### src/sv/assert_macros.svh
// assertion macros used by the top level of the page allocator
// no dependencies; expects clk and rst_n in the scope of use
`ifndef ASSERT_MACROS_SVH
`define ASSERT_MACROS_SVH

// checked only while out of reset
`define FPSA_ASSERT(label, prop, msg) \
    label: assert property (@(posedge clk) disable iff (!rst_n) prop) else $error(msg);

// checked on every edge, reset included
`define FPSA_ASSERT_ALWAYS(label, prop, msg) \
    label: assert property (@(posedge clk) prop) else $error(msg);

`endif

### src/sv/fpsa_pkg.sv
// package of the free page stack allocator: codes, states, shared types
// no dependencies
package fpsa_pkg;

    localparam int STACK_DEPTH_DEF = 16384;
    localparam int PAGE_BYTES_DEF  = 4096;

    localparam int ADDR_W   = 64;
    localparam int CMD_W    = 2;
    localparam int STATUS_W = 2;
    localparam int FCOUNT_W = 15;
    localparam int CFG_IDX_W = 2;

    // command codes
    localparam logic [CMD_W-1:0] CMD_CLEAR = 2'd0;
    localparam logic [CMD_W-1:0] CMD_ADD   = 2'd1;
    localparam logic [CMD_W-1:0] CMD_ALLOC = 2'd2;
    localparam logic [CMD_W-1:0] CMD_FREE  = 2'd3;

    // status codes
    localparam logic [STATUS_W-1:0] STAT_OK       = 2'd0;
    localparam logic [STATUS_W-1:0] STAT_OOM      = 2'd1;
    localparam logic [STATUS_W-1:0] STAT_OVERFLOW = 2'd2;
    localparam logic [STATUS_W-1:0] STAT_BELOW    = 2'd3;

    // configuration register indexes
    localparam logic [CFG_IDX_W-1:0] CFG_DIRECT_MAP = 2'd0;
    localparam logic [CFG_IDX_W-1:0] CFG_KERN_START = 2'd1;
    localparam logic [CFG_IDX_W-1:0] CFG_KERN_END   = 2'd2;

    typedef enum logic [3:0] {
        ST_IDLE,
        ST_KPS,
        ST_KPE_SUB,
        ST_KPE_ADD,
        ST_PSTART,
        ST_PEND,
        ST_WALK,
        ST_ALLOC,
        ST_FREE
    } state_t;

    // request to the shared adder
    typedef struct packed {
        logic [ADDR_W-1:0] a;
        logic [ADDR_W-1:0] b;
        logic              sub;
    } alu_req_t;

endpackage

### src/sv/fpsa_alu.sv
// shared 64-bit add / subtract unit of the page allocator
// depends on fpsa_pkg
module fpsa_alu
    import fpsa_pkg::*;
(
    input  alu_req_t          req,
    output logic [ADDR_W-1:0] sum,
    output logic              carry
);

    logic [ADDR_W:0] full_sum;

    // subtract as a + ~b + 1; carry set means no borrow
    assign full_sum = {1'b0, req.a} + {1'b0, req.b ^ {ADDR_W{req.sub}}}
                      + {{ADDR_W{1'b0}}, req.sub};
    assign sum   = full_sum[ADDR_W-1:0];
    assign carry = full_sum[ADDR_W];

endmodule

### config.mk
export PLATFORM = sky130hd
export DESIGN_NAME = fpsa_alu
export DESIGN_NICKNAME = d
export VERILOG_FILES = /design/src/sv/assert_macros.svh /design/src/sv/fpsa_pkg.sv /design/src/sv/fpsa_alu.sv
export SDC_FILE = /design/constraint.sdc
export NUM_CORES = 1
export LEC_CHECK = 0
export BUFFER_PORTS_ARGS = -buffer_cell sky130_fd_sc_hd__buf_2
export CAP_MARGIN = 25
export CORE_MARGIN = 3
export CORE_UTILIZATION = 31
export DETAILED_ROUTE_END_ITERATION = 8
export GPL_ROUTABILITY_DRIVEN = 1
export PLACE_DENSITY = 0.61
export SYNTH_ARGS = -nofsm -noshare
export SYNTH_HDL_FRONTEND = slang
export SYNTH_SLANG_ARGS = --single-unit
### constraint.sdc
create_clock -name vclk -period 10
set_input_delay 2 -clock vclk [all_inputs]
set_output_delay 2 -clock vclk [all_outputs]
set_load 0.005 [all_outputs]
# After elaboration in Yosys (flattened, before gate mapping)
# Cells that the tools add are included.
# totals
elab_cells	3
reg_bits	0
out_inout_bits	65
inputBits	129
# classes
add_sub_neg	2
bitwise	1
# ops
operator	n
64-bit by 64-bit adder with 65-bit output	1
65-bit by 1-bit adder with 65-bit output	1
64-bit bitwise XOR	1

# Longest topological paths before layout
# Gate-level depths: netlist of the first run.
# depth
ltp_word	3
mapped_depth	14
ltp_nobuf	12

# Least setup slack after synthesis of the first run
# Ideal clock, no wire load.
# synth_path
path_type	input port to output port
start	input req[0] (netlist name)
end	output sum[63]
stages	13
t_required_ps	8000
path_buffers	2
path_slack_ps	3086
t_arrival_ps	4914
cell_sequence	buf_2 > buf_1 > xor2_1 > ha_1 > nand4_2 > or4_4 > or2_4 > o211ai_2 > a221oi_2 > a211oi_2 > nor3_2 > o31ai_2 > xor2_1
# synth_via
elab_chain_cells	3
# synth_lines
item	line_no	text
start, declared	fpsa_alu.sv:6	input alu_req_t req,
64-bit bitwise XOR	fpsa_alu.sv:14	assign full_sum = {1'b0, req.a} + {1'b0, req.b ^ {ADDR_W{req.sub}}}
64-bit by 64-bit adder with 65-bit output	fpsa_alu.sv:14	
65-bit by 1-bit adder with 65-bit output *	fpsa_alu.sv:15	+ {{ADDR_W{1'b0}}, req.sub};
end, declared	fpsa_alu.sv:7	output logic [ADDR_W-1:0] sum,
# Every way passes the cells marked *; elsewhere a longest branch is shown, timed or not.

# Final worst setup path of the first run
# layout_path
start	input req[0] (netlist name)
end	output sum[57]
# The elaborated chain is that of the path after synthesis.

==> results of run 1 <==
==> metal layers <==
| layer | global-route usage (%) | share of wire, % |
|---|---|---|
| met5 | 0 | 0 |
| met4 | 1.26 | 0.75 |
| met3 | 1.09 | 5.7 |
| met2 | 28.4 | 45 |
| met1 | 24.4 | 48 |
==> area by class of cell <==
cell class / count / area, sq um
Antenna cell: 1 / 2.50
Fill cell: 1552 / 8540
Tap cell: 180 / 225
Inverter: 20 / 75.1
Multi-Input combinational cell: 592 / 4330
Timing Repair Buffer: 194 / 973
==> logic make-up (layout without fill, tap and decap cells) <==
logic type / count (synthesis) / count (layout) / share of synthesized area (%)
AND/OR/NAND/NOR: 169 / 169 / 18.2
multiplexers: 2 / 2 / 0.440
adder cells (fa/ha/maj): 70 / 70 / 19.4
AO/OA/AOI/OAI: 228 / 228 / 33.5
XOR/XNOR: 123 / 123 / 23.7
other: 0 / 1 / 0
buffers and inverters: 44 / 214 / 4.84
==> synth_stat cells, drive strengths merged, types with 6 or more instances <==
library cell  number  area (sq um)
nor2              38           145
a21o              35           267
xor2              86           753
nand4             15           100
xnor2             37           324
nand3             10          50.1
a211oi             6          62.6
a21oi             82           410
o21bai            12          93.8
nor3               7          40.0
ha                69           863
clkbuf            10          40.0
o21ai             38           198
a2111oi            6          77.6
inv               20          75.1
and2               7          43.8
nand2             61           229
a31oi              8          56.3
o31ai              6          50.1
buf               12          62.6
==> metrics by stage <==
stage | cells | setup WS, ps
floorplan | 636 | 3090
global placement | 986 | 2170
detailed placement | 986 | 2090
CTS | 986 | 2070
global route | 987 | 1720
finish | 987 | 2060
==> power by group through the flow <==
stage | Sequential (uW) | Combinational (uW) | Clock, uW
floorplan | 0 | 373 | 0
global placement | 0 | 564 | 0
detailed placement | 0 | 562 | 0
CTS | 0 | 567 | 0
global route | 0 | 625 | 0.0000134
finish | 0 | 564 | 0.0000134
==> worst max-delay path by stage <==
stage            from  endpoint  slack, ps  depth (start not counted)
2_1_floorplan  req[0]   sum[63]       3090                         13
3_3_place_gp   req[0]   sum[26]       2170                         13
3_5_place_dp   req[0]   sum[57]       2090                         11
4_1_cts        req[0]   sum[57]       2070                         11
5_1_grt        req[0]   sum[57]       1720                         11
6_report       req[0]   sum[57]       2060                         11
==> tightest hold or removal path, delay by kind of cell <==
family / cells / cell delay, ps
xor gates and xnor gates: 1 / 70
buffers and inverters: 2 / 210
==> reports/qor.txt, run 1 <==
DR DRC count: 0
Logic pwr share: 100.0%
Hold Path Depth: 3
Outcome: completed
Syn-to-layout area delta: 23.2%
Int Pwr: 248 uW
Sequential Power Share: 0%
RSZ-0062 raised after global routing: false
Leak pwr: 0.00278 uW
Routed Antenna Nets: 0
First-pass GRT wire length: 23.3 mm
Setup TNS: 0 ps
GPL Wtd Cong: 0.938
Post-CTS sizing: 0
Worst Max-Slew Pin Slew: 1070 ps
Drt first pass iters: 5
Seq_cells: 0
Largest net degree at the start of global routing: 65
Die X: 127 um
Sw Ratio: 56.1%
Syn nets: 835
Hold slack: 4280 ps
Critical path, cell by cell: buf_4 > xor2_1 > ha_1 > a21oi_1 > o22ai_1 > a2111oi_0 > a31oi_1 > a31o_2 > a21oi_1 > xnor2_1 > buf_2
Hold-fix buffers, CTS: 0
Placed Area: 0.00561 sq mm
Clock buffer cells: 0
I/O pin count: 194
Setup Fix Bufs, Post-CTS: 0
Final core utilization: 39.6%
Ys Warns: 0
Hpwl dp: 12.9 mm
Max_slew headroom: 26.6%
Final Hold Fails: 0
Initial antenna violation count: 1
Sequential cell area: 0 sq um
Fmax: 126 MHz
Post-Route WL: 15.0 mm
Gr usage total: 16.8%
Die ar.: 0.0162 sq mm
Final cycle utilization of the critical path: 79.4%
Port bufs: 194
CP endpoint kind: output port
Area of the mapped netlist: 0.00455 sq mm
Fin crit period: 7940 ps
Worst path slowest cell: a2111oi_0
Iteration-0 DRC Markers: 299
Final setup violation count: 0
Net count, final: 1007
Cell area after layout: 0.00561 sq mm
Max Slew Vio Count: 0
Min-Delay Endpoint: sum[0]
GRT Residual Overflow: 0
Worst min path class: in -> out
Crit Path Max Fanout: 64
Part of the Yosys area used for sequential elements: 0%
Psw: 316 uW
CP top delay family: compound AO/OA/AOI/OAI gates
CP arrival: 5940 ps
Layout cells sized above 1: 27.3%
Avg WL per Cell: 15.1 um
Vias in the first global route: 4958
Crit Path Class: in -> out
Initial Utilization: 32.2%
Worst hold start: req[65]
WP buf/inv: 2
Chip Height: 127 um
Post-synth cell types: 71
Avg Cell Area, Syn: 7.16 sq um
Cell row count: 43
CP startpoint kind: input pin
Via-to-Cell Ratio: 5.24
Most frequent CP cell: a21oi_1
Syn Inst Count: 636
Vias: 5172
Power density over the cells: 101 mW/mm^2
Peak supply drop: 0.0000397 V
Worst path required time: 8000 ps
Most common cell after layout, fill and taps aside: buf_2
Core area: 0.0141 sq mm
Max-cap violations: 0
Highest-count cells in the layout ignoring fill and taps: buf_2 (193), xor2_1 (86), a21oi_1 (82)
Clock power share: 0%
Highest cell delay on the worst timing path: 920 ps
Final Power: 564 uW
No activity file was read; power rests on OpenSTA's default activity.
==> run 2, diff against run 1 <==
--- a/config.mk
+++ b/config.mk
@@ -11,7 +11,7 @@
 export CORE_UTILIZATION = 31
 export DETAILED_ROUTE_END_ITERATION = 8
 export GPL_ROUTABILITY_DRIVEN = 1
-export PLACE_DENSITY = 0.61
+export PLACE_DENSITY = 0.63
 export SYNTH_ARGS = -nofsm -noshare
 export SYNTH_HDL_FRONTEND = slang
 export SYNTH_SLANG_ARGS = --single-unit
==> constraint.sdc (replaced) <==
create_clock -name vclk -period 6.5
set_input_delay 1.3 -clock vclk [all_inputs]
set_output_delay 1.3 -clock vclk [all_outputs]
set_load 0.005 [all_outputs]
==> run 2 against run 1 <==
Total power grew 54%. Core utilization is 0.39 points higher. Sequential cell count unchanged. Die area unchanged. Sequential share of layout area unchanged. Critical path depth is 3 higher. Cell area increased by 0.98%. Clock-buffer cell count unchanged. First-iteration DRC count is 4.7% higher. Worst hold slack got worse by 1400 ps.
==> reports/qor.txt, run 2 (synthesis gave the netlist of run 1 again) <==
Crit Path Class: in -> out
Post-Route WL: 14.9 mm (about the same)
Outcome: completed
CP endpoint kind: output port
Seq_cells: 0 (unchanged)
Fin crit period: 5960 ps
Initial Utilization: 32.2% (unchanged)
Crit Path Max Fanout: 26 (-59%)
DR DRC count: 0 (unchanged)
Routed Antenna Nets: 0 (unchanged)
Via-to-Cell Ratio: 5.26 (+0.32%)
Setup TNS: 0 ps (unchanged)
Worst min path class: in -> out
Max-cap violations: 0 (unchanged)
GRT Residual Overflow: 0 (unchanged)
Port bufs: 194 (unchanged)
Highest-count cells in the layout ignoring fill and taps: buf_2 (193), xor2_1 (86), a21oi_1 (82)
Hold slack: 2870 ps (-1410 ps)
Net count, final: 1013 (+0.60%)
CP arrival: 4660 ps (-1280 ps)
CP startpoint kind: input pin
Leak pwr: 0.00281 uW (+1.2%)
Peak supply drop: 0.0000596 V (+50%)
Fmax: 168 MHz
Placed Area: 0.00567 sq mm (+1.0%)
Int Pwr: 387 uW (+56%)
Hold-fix buffers, CTS: 0 (unchanged)
Final Power: 872 uW (+54%)
GPL Wtd Cong: 0.896 (-4.4%)
Final Hold Fails: 0 (unchanged)
Vias in the first global route: 4935 (-0.46%)
Power density over the cells: 154 mW/mm^2 (+53%)
Gr usage total: 17.1% (+0.31 points)
Placed cells: 992 (+0.61%)
Worst hold start: req[65]
First-pass GRT wire length: 23.7 mm (+1.7%)
Hpwl dp: 13.0 mm (+0.93%)
Chip Height: 127 um (unchanged)
Vias: 5215 (+0.83%)
Syn-to-layout area delta: 24.4%
Worst path required time: 5200 ps (-2800 ps)
Core area: 0.0141 sq mm (unchanged)
Psw: 485 uW (+53%)
Sequential cell area: 0 sq um (unchanged)
Post-Layout Cell Count: 992 (+0.51%)
M1 GR Usage: 24.9% (+0.57 points)
Sw Ratio: 55.6% (-0.45 points)
RSZ-0062 raised after global routing: false
Layout cells sized above 1: 27.8% (+0.54 points)
Worst setup startpoint: req[0]
Met3 usage: 1.88% (+0.79 points)
Setup Fix Bufs, Post-CTS: 0 (unchanged)
Most common cell after layout, fill and taps aside: buf_2
Max Slew Vio Count: 0 (unchanged)
Met2 Resource Use GR: 28.3% (-0.093 points)
Ant diodes: 0 (-1)
Clock buffer cells: 0 (unchanged)
# fillers: 1552 (unchanged)
Drt first pass iters: 5 (unchanged)
Final setup violation count: 0 (unchanged)
Max_slew headroom: 55.6% (+29 points)
Initial antenna violation count: 2 (+1)
I/O pin count: 194 (unchanged)
Sequential Power Share: 0% (unchanged)
Avg WL per Cell: 15.1 um (-0.56%)
Clock power share: 0% (unchanged)
Cell row count: 43 (unchanged)
Die X: 127 um (unchanged)
Die ar.: 0.0162 sq mm (unchanged)
Iteration-0 DRC Markers: 313 (+4.7%)
Largest net degree at the start of global routing: 27 (-58%)
Gr busiest metal: met2
Logic pwr share: 100.0% (about the same)
Worst Max-Slew Pin Slew: 650 ps (-424 ps)
Cell area after layout: 0.00567 sq mm (+0.98%)
Final cycle utilization of the critical path: 91.7%
Post-CTS sizing: 0 (unchanged)
## run 2: cell types whose count changed in the layout (fill, tap and decap cells not counted)
| cell | before | now |
|---|---|---|
| buf_4 | 1 | 6 |
| buf_12 | 0 | 1 |
| diode_2 | 1 | 0 |
## run 2: critical path: stages
cell       delay, ps
buf_4            240
buf_12           240
xor2_1           100
ha_1             370
a21oi_1          130
a21boi_0         220
o21ai_0          140
a2111oi_0        660
o311ai_1         140
a31oi_1          430
a31o_2           280
o21ai_0          120
xnor2_1          150
buf_2            130
## run 2: path summary, 6_finish.rpt
check  endpoint  depth (start not counted)  slack, ps
max     sum[53]                         14        540
min      sum[0]                          3       2870
## run 2: layout make-up
class	count	area, sq um	area share (%)
inverters	20	75.1	1.33
multi-input cells	592	4330	76.5
well taps	180	225	3.98
repair buffers	200	1030	18.2
## run 2: through the flow
stage,util [%],worst slack (ps)
4_1_cts,40.0,497
6_report,40.0,542
5_1_grt,40.0,165
2_1_floorplan,-,986
3_5_place_dp,40.0,510
3_3_place_gp,40.0,548
## run 2: metal layers
| layer | up-vias | share of wire [%] |
|---|---|---|
| li1 | 2680 | - |
| met1 | 2358 | 48 |
| met2 | 165 | 45 |
| met3 | 8 | 6.2 |
| met4 | 4 | 0.49 |
| met5 | - | 0.11 |
## run 2: power groups by stage
stage                     Sequential [uW]  Clock [uW]  Combinational, uW
final                                   0           0                872
after CTS                               0           0                874
after floorplan                         0           0                574
after global routing                    0           0                970
after detailed placement                0           0                868
after global placement                  0           0                870
